`src/hw/rtl/nas_pkg.sv`:
```
package nas_pkg;

   // alarm configuration
   localparam int ALARM_COUNT = 5;
   localparam int TIME_REGS   = 5;
   localparam int USED_ALARMS = (ALARM_COUNT < TIME_REGS) ? ALARM_COUNT : TIME_REGS;

   // field widths
   localparam int MODE_W     = 10;
   localparam int TIME_W     = 11;
   localparam int SCORE_W    = 12;
   localparam int HOUR_W     = 5;
   localparam int MIN_W      = 6;
   localparam int CSR_IDX_W  = 3;
   localparam int CSR_DATA_W = 11;

   // minutes-of-day arithmetic
   localparam int DAY_MINUTES  = 24 * 60;
   localparam int HOUR_MINUTES = 60;
   // floor(v / 60) == (v * RECIP_60) >> RECIP_SHIFT for every v below one day
   localparam int RECIP_SHIFT  = 16;
   localparam int RECIP_60     = (1 << RECIP_SHIFT) / HOUR_MINUTES + 1;
   localparam int RECIP_W      = 11;
   localparam int PROD_W       = TIME_W + RECIP_W;

   // register map
   localparam logic [CSR_IDX_W-1:0] CSR_MODES  = 3'd0;
   localparam logic [CSR_IDX_W-1:0] CSR_TIME_A = 3'd1;
   localparam logic [CSR_IDX_W-1:0] CSR_TIME_E = 3'd5;

   typedef logic [MODE_W-1:0]  modes_type;
   typedef logic [TIME_W-1:0]  time_type;
   typedef logic [SCORE_W-1:0] score_val_type;
   typedef time_type [TIME_REGS-1:0] times_type;

   typedef struct packed {
      logic              init_request;
      logic [HOUR_W-1:0] now_hour;
      logic [MIN_W-1:0]  now_minute;
   } req_type;

   typedef struct packed {
      logic [HOUR_W-1:0] cur_alarm_hour;
      logic [MIN_W-1:0]  cur_alarm_minute;
      logic [HOUR_W-1:0] next_alarm_hour;
      logic [MIN_W-1:0]  next_alarm_minute;
      logic              next_alarm_on;
      logic              any_enabled;
   } rsp_type;

   // after the scoring stage
   typedef struct packed {
      logic          init;
      logic          any;
      score_val_type best;
   } score_type;

   // after the modulo / hour split stage
   typedef struct packed {
      logic              init;
      logic              any;
      time_type          value;
      logic [HOUR_W-1:0] hour;
   } split_type;

   // hour * 60 + minute, as shift-add
   function automatic time_type to_minutes(input logic [HOUR_W-1:0] hour,
                                           input logic [MIN_W-1:0]  minute);
      time_type h;
      h = TIME_W'(hour);
      return (h << 6) - (h << 2) + TIME_W'(minute);
   endfunction

endpackage

```
`src/hw/rtl/nas_csr.sv`:
```
module nas_csr (
   input  logic                                clock,
   input  logic                                reset,
   input  logic                                csr_write_enable,
   input  logic [nas_pkg::CSR_IDX_W-1:0]       csr_index,
   input  logic [nas_pkg::CSR_DATA_W-1:0]      csr_wdata,
   output nas_pkg::modes_type                  modes,
   output nas_pkg::times_type                  times
);

   nas_pkg::modes_type modes_ff;
   nas_pkg::times_type times_ff;
   logic [nas_pkg::CSR_IDX_W-1:0] slot;

   // time register slot; only meaningful inside the time range
   assign slot = csr_index - nas_pkg::CSR_TIME_A;

   always_ff @(posedge clock) begin
      if (reset) begin
         modes_ff <= '0;
         times_ff <= '0;
      end else if (csr_write_enable) begin
         if (csr_index == nas_pkg::CSR_MODES) begin
            modes_ff <= nas_pkg::MODE_W'(csr_wdata);
         end else if (csr_index >= nas_pkg::CSR_TIME_A &&
                      csr_index <= nas_pkg::CSR_TIME_E) begin
            times_ff[slot] <= nas_pkg::TIME_W'(csr_wdata);
         end
      end
   end

   assign modes = modes_ff;
   assign times = times_ff;

endmodule

```
`src/hw/rtl/nas_score.sv`:
```
module nas_score (
   input  logic                init,
   input  nas_pkg::time_type   now,
   input  nas_pkg::modes_type  modes,
   input  nas_pkg::times_type  times,
   output nas_pkg::score_type  result
);

   always_comb begin
      nas_pkg::score_val_type score;
      nas_pkg::score_val_type best;
      logic                   any;
      best = '0;
      any  = 1'b0;
      // earliest upcoming alarm; alarms not later than now wrap to tomorrow
      for (int i = 0; i < nas_pkg::USED_ALARMS; i++) begin
         if (now < times[i]) begin
            score = nas_pkg::SCORE_W'(times[i]);
         end else begin
            score = nas_pkg::SCORE_W'(times[i]) + nas_pkg::SCORE_W'(nas_pkg::DAY_MINUTES);
         end
         if (modes[2*i]) begin
            if (!any || score < best) begin
               best = score;
            end
            any = 1'b1;
         end
      end
      result.init = init;
      result.any  = any;
      result.best = best;
   end

endmodule

```
`src/hw/rtl/nas_split.sv`:
```
module nas_split (
   input  nas_pkg::score_type score,
   output nas_pkg::split_type result
);

   nas_pkg::time_type                  value;
   logic [nas_pkg::PROD_W-1:0]         prod;

   // best score is below three days, so two conditional subtracts reduce it
   always_comb begin
      if (score.best >= nas_pkg::SCORE_W'(2 * nas_pkg::DAY_MINUTES)) begin
         value = nas_pkg::TIME_W'(score.best - nas_pkg::SCORE_W'(2 * nas_pkg::DAY_MINUTES));
      end else if (score.best >= nas_pkg::SCORE_W'(nas_pkg::DAY_MINUTES)) begin
         value = nas_pkg::TIME_W'(score.best - nas_pkg::SCORE_W'(nas_pkg::DAY_MINUTES));
      end else begin
         value = nas_pkg::TIME_W'(score.best);
      end
   end

   // hour by reciprocal multiply
   assign prod = nas_pkg::PROD_W'(value) * nas_pkg::PROD_W'(nas_pkg::RECIP_60);

   assign result.init  = score.init;
   assign result.any   = score.any;
   assign result.value = value;
   assign result.hour  = prod[nas_pkg::RECIP_SHIFT +: nas_pkg::HOUR_W];

endmodule

```
`src/hw/rtl/nas_track.sv`:
```
module nas_track (
   input  logic               clock,
   input  logic               reset,
   input  logic               update,
   input  nas_pkg::split_type split,
   input  nas_pkg::modes_type modes,
   input  nas_pkg::times_type times,
   output nas_pkg::rsp_type   rsp
);

   logic [nas_pkg::HOUR_W-1:0] cur_hour_ff,   cur_hour_in;
   logic [nas_pkg::MIN_W-1:0]  cur_minute_ff, cur_minute_in;
   logic [nas_pkg::HOUR_W-1:0] next_hour_ff,  next_hour_in;
   logic [nas_pkg::MIN_W-1:0]  next_minute_ff, next_minute_in;
   nas_pkg::time_type          next_time_ff,  next_time_in;
   logic                       next_on_ff,    next_on_in;
   logic                       any_ff,        any_in;
   nas_pkg::time_type          hour_part;
   logic [nas_pkg::MIN_W-1:0]  minute;

   // minute = value - hour * 60
   assign hour_part = (nas_pkg::TIME_W'(split.hour) << 6) - (nas_pkg::TIME_W'(split.hour) << 2);
   assign minute    = nas_pkg::MIN_W'(split.value - hour_part);

   always_comb begin
      cur_hour_in    = cur_hour_ff;
      cur_minute_in  = cur_minute_ff;
      next_hour_in   = next_hour_ff;
      next_minute_in = next_minute_ff;
      next_time_in   = next_time_ff;
      if (split.any) begin
         if (split.init) begin
            cur_hour_in   = split.hour;
            cur_minute_in = minute;
         end else begin
            cur_hour_in   = next_hour_ff;
            cur_minute_in = next_minute_ff;
         end
         next_hour_in   = split.hour;
         next_minute_in = minute;
         next_time_in   = split.value;
      end
      // highest matching alarm decides the flag; no match keeps it
      next_on_in = next_on_ff;
      for (int i = 0; i < nas_pkg::USED_ALARMS; i++) begin
         if (times[i] == next_time_in) begin
            next_on_in = modes[2*i];
         end
      end
      any_in = split.any;
   end

   always_ff @(posedge clock) begin
      if (reset) begin
         cur_hour_ff    <= '0;
         cur_minute_ff  <= '0;
         next_hour_ff   <= '0;
         next_minute_ff <= '0;
         next_time_ff   <= '0;
         next_on_ff     <= 1'b0;
         any_ff         <= 1'b0;
      end else if (update) begin
         cur_hour_ff    <= cur_hour_in;
         cur_minute_ff  <= cur_minute_in;
         next_hour_ff   <= next_hour_in;
         next_minute_ff <= next_minute_in;
         next_time_ff   <= next_time_in;
         next_on_ff     <= next_on_in;
         any_ff         <= any_in;
      end
   end

   assign rsp.cur_alarm_hour    = cur_hour_ff;
   assign rsp.cur_alarm_minute  = cur_minute_ff;
   assign rsp.next_alarm_hour   = next_hour_ff;
   assign rsp.next_alarm_minute = next_minute_ff;
   assign rsp.next_alarm_on     = next_on_ff;
   assign rsp.any_enabled       = any_ff;

endmodule

```
`src/hw/rtl/next_alarm_selector.sv`:
```
// Channel  Direction  Handshake              Word
// req      in         req_valid/req_ready    nas_pkg::req_type (init, hour, minute)
// rsp      out        rsp_valid/rsp_ready    nas_pkg::rsp_type (cur, next, on, any)
// csr      in         csr_write_enable       csr_index selects, csr_wdata 11 bits
//
// Two register stages: input (minutes of day) and alarm state. Scoring, the
// modulo and hour split and the flag match are one combinational pass between
// them. The alarm state registers are the response word.
// One word per cycle unless rsp is held; rsp valid comes from s1_valid_ff.
// Synchronous reset clears all alarm state and configuration to zero.
// A response waiting on rsp_ready freezes both stages; req_ready drops with it.
module next_alarm_selector (
   input  logic                            clock,
   input  logic                            reset,
   input  logic                            req_valid,
   output logic                            req_ready,
   input  nas_pkg::req_type                req_data,
   output logic                            rsp_valid,
   input  logic                            rsp_ready,
   output nas_pkg::rsp_type                rsp_data,
   input  logic                            csr_write_enable,
   input  logic [nas_pkg::CSR_IDX_W-1:0]   csr_index,
   input  logic [nas_pkg::CSR_DATA_W-1:0]  csr_wdata
);

   nas_pkg::modes_type modes;
   nas_pkg::times_type times;

   // pipeline control
   logic advance;
   logic s1_valid_ff, rsp_valid_ff;

   // stage payloads
   logic                 s1_init_ff;
   nas_pkg::time_type    s1_now_ff;
   nas_pkg::score_type   score_comb;
   nas_pkg::split_type   split_comb;

   // whole pipe moves unless a response is held
   assign advance   = !(rsp_valid_ff && !rsp_ready);
   assign req_ready = advance;
   assign rsp_valid = rsp_valid_ff;

   always_ff @(posedge clock) begin
      if (reset) begin
         s1_valid_ff  <= 1'b0;
         rsp_valid_ff <= 1'b0;
      end else if (advance) begin
         s1_valid_ff  <= req_valid;
         rsp_valid_ff <= s1_valid_ff;
      end
   end

   // input register, no reset
   always_ff @(posedge clock) begin
      if (advance) begin
         s1_init_ff <= req_data.init_request;
         s1_now_ff  <= nas_pkg::to_minutes(req_data.now_hour, req_data.now_minute);
      end
   end

   nas_csr u_csr (
      .clock            (clock),
      .reset            (reset),
      .csr_write_enable (csr_write_enable),
      .csr_index        (csr_index),
      .csr_wdata        (csr_wdata),
      .modes            (modes),
      .times            (times)
   );

   // score each enabled alarm, keep the earliest
   nas_score u_score (
      .init   (s1_init_ff),
      .now    (s1_now_ff),
      .modes  (modes),
      .times  (times),
      .result (score_comb)
   );

   // reduce to time of day, split off the hour
   nas_split u_split (
      .score  (score_comb),
      .result (split_comb)
   );

   // current/next alarm state and on flag
   nas_track u_track (
      .clock  (clock),
      .reset  (reset),
      .update (advance && s1_valid_ff),
      .split  (split_comb),
      .modes  (modes),
      .times  (times),
      .rsp    (rsp_data)
   );

`ifndef ASSERT_OFF
   // next alarm is always a valid time of day
   a_next_in_day: assert property (@(posedge clock) disable iff (reset)
      nas_pkg::to_minutes(rsp_data.next_alarm_hour, rsp_data.next_alarm_minute)
         < nas_pkg::TIME_W'(nas_pkg::DAY_MINUTES))
      else $error("next alarm outside one day");

   // a response only appears out of the input stage
   a_rsp_source: assert property (@(posedge clock) disable iff (reset)
      $rose(rsp_valid) |-> $past(s1_valid_ff))
      else $error("response without a word in the input stage");

   // held response freezes the input stage and the alarm state
   a_stall_freeze: assert property (@(posedge clock) disable iff (reset)
      rsp_valid && !rsp_ready |=> $stable(s1_valid_ff) && $stable(rsp_data))
      else $error("pipeline moved during a stall");
`endif

endmodule

```
`config.mk`:
```
export PLATFORM = sky130hd
export DESIGN_NAME = next_alarm_selector
export DESIGN_NICKNAME = d
export VERILOG_FILES = /design/src/hw/rtl/nas_pkg.sv /design/src/hw/rtl/nas_csr.sv /design/src/hw/rtl/nas_score.sv /design/src/hw/rtl/nas_split.sv /design/src/hw/rtl/nas_track.sv /design/src/hw/rtl/next_alarm_selector.sv
export SDC_FILE = /design/constraint.sdc
export NUM_CORES = 1
export LEC_CHECK = 0
export BUFFER_PORTS_ARGS = -buffer_cell sky130_fd_sc_hd__buf_2
export CORE_AREA = 4 4 201 203
export DETAILED_ROUTE_END_ITERATION = 10
export DIE_AREA = 0 0 205 207
export PLACE_DENSITY_LB_ADDON = 0.1
export SYNTH_ARGS = -nofsm -noshare
export SYNTH_HDL_FRONTEND = slang
export SYNTH_HIERARCHICAL = 1
export SYNTH_SLANG_ARGS = --single-unit
```
`constraint.sdc`:
```
create_clock -name clock -period 18.24 [get_ports clock]
set_clock_uncertainty 0.05 [all_clocks]
set_input_delay 1.824 -clock clock [delete_from_list [all_inputs] [get_ports clock]]
set_output_delay 1.824 -clock clock [all_outputs]
set_load 0.05 [all_outputs]
```
After elaboration in Yosys (flattened, before gate mapping):

Index checks and enable logic that the tools add are counted.

* add/sub/neg operators: 12
* mux-type cells: 32
* bitwise gates (word level): 1
* equality and inequality tests: 5
* reduce and logical (&&, ||, !) cells: 20
* multiply operators: 1
* order comparisons: 15

Operator list (number)
* two-way mux 12 bit: 14
* adder 11 x 11 -> 12 bit (second input constant): 5
* bitwise mux 55 bit: 1
* equality test 11 bit: 5
* < comparator 11 bit: 5
* < comparator 12 bit: 4
* two-way mux 11 bit: 4
* demux 11 bit (select 3 bit): 1
* multiplier 11 x 11 -> 21 bit (second input constant): 1
* greater-or-equal comparator 12 x 11 -> 1 bit (second input constant): 1
* greater-or-equal comparator 12 bit (second input constant): 1
* adder 11 x 6 -> 11 bit: 1
* subtractor 11 x 10 -> 11 bit (second input constant): 1
* subtractor 11 bit (second input constant): 1
* subtractor 11 x 7 -> 11 bit: 1
* two-way mux 1 bit: 10
* greater-or-equal comparator 3 x 1 -> 1 bit (second input constant): 2
* logical NOT 1 bit: 6
* two-way mux 6 bit: 1
* AND reduction 2 bit: 3
* subtractor 1 x 6 -> 6 bit (first input constant): 1
* subtractor 6 bit: 1
* two-way mux 5 bit: 1
* nonzero test 5 bit: 1
* 8 further kinds: 14

* input bits: 31
* word-level logic and storage cells: 103
* output and inout bits: 26
* flip-flop bits (word level): 113

Logic depth before layout (Yosys ltp):

* word-level depth: 29
* depth in mapped cells: 73
* depth with buffers taken out: 69

Modules after synthesis:

The synthesis kept the hierarchy.

Modules (own cells, without submodules)
* nas_score: cells an instance 555, times used 1, sequential area each 0.0 um^2, area each 4177.8 um^2
* nas_csr: cells an instance 242, times used 1, sequential area each 1301.2 um^2, area each 2631.3 um^2
* nas_track: cells an instance 259, times used 1, sequential area each 700.7 um^2, area each 2331.0 um^2
* nas_split: cells an instance 186, times used 1, sequential area each 0.0 um^2, area each 1651.6 um^2
* next_alarm_selector: cells an instance 52, times used 1, sequential area each 400.4 um^2, area each 698.2 um^2

Worst setup path after synthesis:

OpenSTA, ideal clock, no wires.

* kind: register to register
* start point: reg u_csr.times_ff (netlist bit u_csr/times[18])
* end point: reg u_track/cur_minute_ff[5] (netlist bit)
* setup slack: 4.324 ns
* data required time: 18.062 ns
* cell stages (with the launch flop): 71
* path buffers: 4
* arrival time: 13.738 ns
* path through: dfxtp_1 > inv_1 > ha_1 > o21a_1 > o211ai_2 > a21oi_1 > o31ai_1 > xnor2_1 > inv_1 > ha_1 > a211o_1 > o211ai_1 > o2bb2ai_2 > or2_1 > clkbuf_1 > or3_1 > o21ai_1 > inv_1 > [... 35 more ...] > inv_1 > fa_1 > inv_1 > ha_1 > ha_1 > ha_1 > a211oi_1 > o211ai_1 > o21ai_0 > o21ai_0 > a31oi_1 > ha_1 > a21o_1 > a21oi_1 > xnor2_1 > a211oi_1 > a21oi_1 > nor2_1

RTL lines
* start: declaration: RTL line nas_csr.sv:12 `nas_pkg::times_type times_ff;`
* start signal: indexed assignment: RTL line nas_csr.sv:27 `times_ff[slot] <= nas_pkg::TIME_W'(csr_wdata);`
* end signal: assignment: RTL line nas_track.sv:64 `cur_minute_ff <= cur_minute_in;`
* end: declaration: RTL line nas_track.sv:12 `logic [nas_pkg::MIN_W-1:0] cur_minute_ff, cur_minute_in;`

==> results.tsv <==
stage	metric	value	unit
status	status	completed	
critical_path	crit_family	compound AO/OA/AOI/OAI gates	
clock_tree	clock_latency	0.37	ns
critical_path	crit_fanout	11	
cells_and_area	area_delta_synth_final	9.008	%
placement	placed_cell_area	0.01202	mm^2
critical_path	cp-end-kind	register	
timing	timing.hold.ws	0.4087	ns
timing	setup_viol	0	
clock_tree	clk_pin_slew	0.08	ns
route	dr.pass1.iters	4	
cells_and_area	drive_gt1_share	12.03	%
floorplanning	dieArea	0.04244	mm^2
timing	layout_worst_path_cycle_share	91.55	%
timing	worstMarginPinSlew	0.9882	ns
hold_path	hold_path.class	register to register	
clock_tree	postCtsSetupBuffers	0	
placement	port_buffers	56	
placement	dp_hpwl	28330	um
critical_path	crit_path_frequent_cell	ha_1	
critical_path	worst_ep_required_time	18.50	ns
clock_tree	cts.hold.buffers_added	0	
timing	slew_headroom	32.24	%
global_routing	top_usage_layer	met2	
clock_tree	cts_tree	done	
route	drt-initial-drc-count	430	
yosys	synth_area_per_cell	8.851	um^2
critical_path	crit_arrival	16.96	ns
critical_path	cpPeakStageDelay	0.71	ns
clock_tree	clock_sinks	109	
timing	period_needed	16.70	ns
clock_tree	cts_resized	0	
timing	tns	0	ns
clock_tree	cts_buffers	9	
critical_path	start_kind	register	
global_routing	grt_pass1_wl	54620	um
timing	drv_slew	0	
global_routing	first_global_vias	9104	
global_routing	grt_max_degree	68	
global_routing	use_met1	23.94	%
global_routing	gr-usage-met3	2.471	%
route	remaining_drc_errors	0	
hold_path	holdPathStages	2	
timing	hold_viol	0	
clock_tree	cts_buffer_depth	2	
critical_path	crit_cells	62	
pwr	power.leakage	5.256	nW
cells_and_area	antenna_cells	0	
pwr	peakVddDrop	0.04598	mV
yosys	synth_nets	1489	
floorplanning	core_area	0.03847	mm^2
critical_path	crit_type	register to register	
yosys	yosys_warnings	6	
yosys	synth_area	0.01132	mm^2
critical_path	crit_buf_inv	6	
route	vias_per_cell	4.889	
yosys	syn_inst	1279	
clock_tree	cts_max_level	3	
route	wire_per_inst	19.18	um
cells_and_area	fillCellCount	4097	
critical_path	reg2reg_depth	62	
flow_run	drv_cap	0	
route	vias	8952	
global_routing	grt.total_usage	16.50	%
timing	rsz0062_at_grt	no	
global_routing	overflow	0	
floorplanning	die_w	205	um
clock_tree	cts_root_buffer	clkbuf_16	
floorplanning	ios	57	
timing	fmax	59.88	MHz
global_routing	use_met2	26.35	%
cells_and_area	final_cell_area	0.01234	mm^2
route	routed_wl	35120	um
floorplanning	initial_core_util	29.43	%
critical_path	slowest_stage	xnor2_1	
floorplanning	num_rows	72	
floorplanning	die_h	207	um
global_routing	antenna_found_initial	0	
placement	gp_congestion	0.8673	
pwr	power_density	58.40	mW/mm^2
route	drtAntennaViolNets	0	
cells_and_area	nets	1518	
==> cell usage in the layout, fill, tap and decap left out, types with 5 or more instances in the layout <==
cell	count
fa_1	7
nor3b_1	8
o21ai_1	5
o21a_1	18
ha_1	172
nor3_1	25
mux2i_1	101
nand2_1	75
o31ai_1	7
xor2_1	8
mux2i_2	5
a211oi_1	29
edfxtp_1	12
xnor2_1	80
inv_1	130
o21ai_0	40
nand2b_1	81
o221ai_1	5
dfxtp_1	97
buf_2	55
a31oi_1	5
nor4_1	10
nor2_1	55
mux2_4	8
a21oi_1	62
nand3_1	24
nand4_1	14
o211ai_1	11
o21ai_2	6
or3_1	5
a21o_1	15
clkbuf_16	9
mux2_2	7
buf_4	12
nor2b_1	8
mux2i_4	8
and3_1	6
and2_1	8
==> worst register-to-register path: cells and delay by family (launching register included) <==
family	cells	cell delay, ns
AOI/OAI and AO/OA	28	6.60
adders and majority gates	11	3.44
and+or+nand+nor	10	2.50
muxes	5	2.13
xor gates and xnor gates	2	0.83
DFF	1	0.54
buffers and inverters	6	0.51
==> final timing paths <==
path | from | end | slack, ns
setup / recovery | u_csr/times[10] | u_track/cur_minute_ff[5] | 1.54
hold / removal | s1_valid_ff | rsp_valid | 0.41
setup reg to reg | u_csr/times[10] | u_track/cur_minute_ff[5] | 1.54
hold reg to reg | s1_valid_ff | rsp_valid | 0.41
==> layout make-up <==
cell class	instances	area, um^2	share of cell area, %
Multi-Input combinational cell	991	8215	66.57
Sequential cell	109	2302	18.66
Tap cell	518	648.1	5.252
Inverter	130	488.0	3.954
Timing Repair Buffer	67	365.4	2.961
Clock buffer	10	229.0	1.855
Clock inverter	6	92.59	0.7503
==> metrics by stage <==
step	power, mW	std cells	worst slack, ns	utilization, %
6_report	0.7207	1831	1.540	32.08
5_1_grt	0.7697	1831	0.2944	32.08
4_1_cts	0.7317	1831	1.528	32.08
3_5_place_dp	0.5016	1815	1.575	31.25
3_3_place_gp	0.5026	1815	1.700	31.25
2_1_floorplan	0.4415	1279	4.324	-
==> power by group <==
part | internal, mW | switching [mW] | leakage, nW
sequential | 0.251 | 0.0165 | 0.909
combinational | 0.0952 | 0.134 | 4.19
clock | 0.122 | 0.102 | 0.157
total | 0.469 | 0.252 | 5.26
==> registers in the layout, indices dropped and copies added (netlist names) <==
name and cells:
u_csr/times 55, s1_now_ff 11, u_track/next_time_ff 11, u_track/cur_minute_ff 6, u_track/next_minute_ff 6, u_csr/modes 5, u_track/cur_hour_ff 5, u_track/next_hour_ff 5
rsp_valid 1, s1_init_ff 1, s1_valid_ff 1, u_track/any_ff 1, u_track/next_on_ff 1
==> metal layers <==
layer	wire, um	share of wire (%)	up-vias
li1	-	-	4574
met1	17930	51	4202
met2	15640	45	151
met3	1161	3.3	25
met4	391	1.1	0
met5	0	0	-
(Power assumes the default switching activity.)
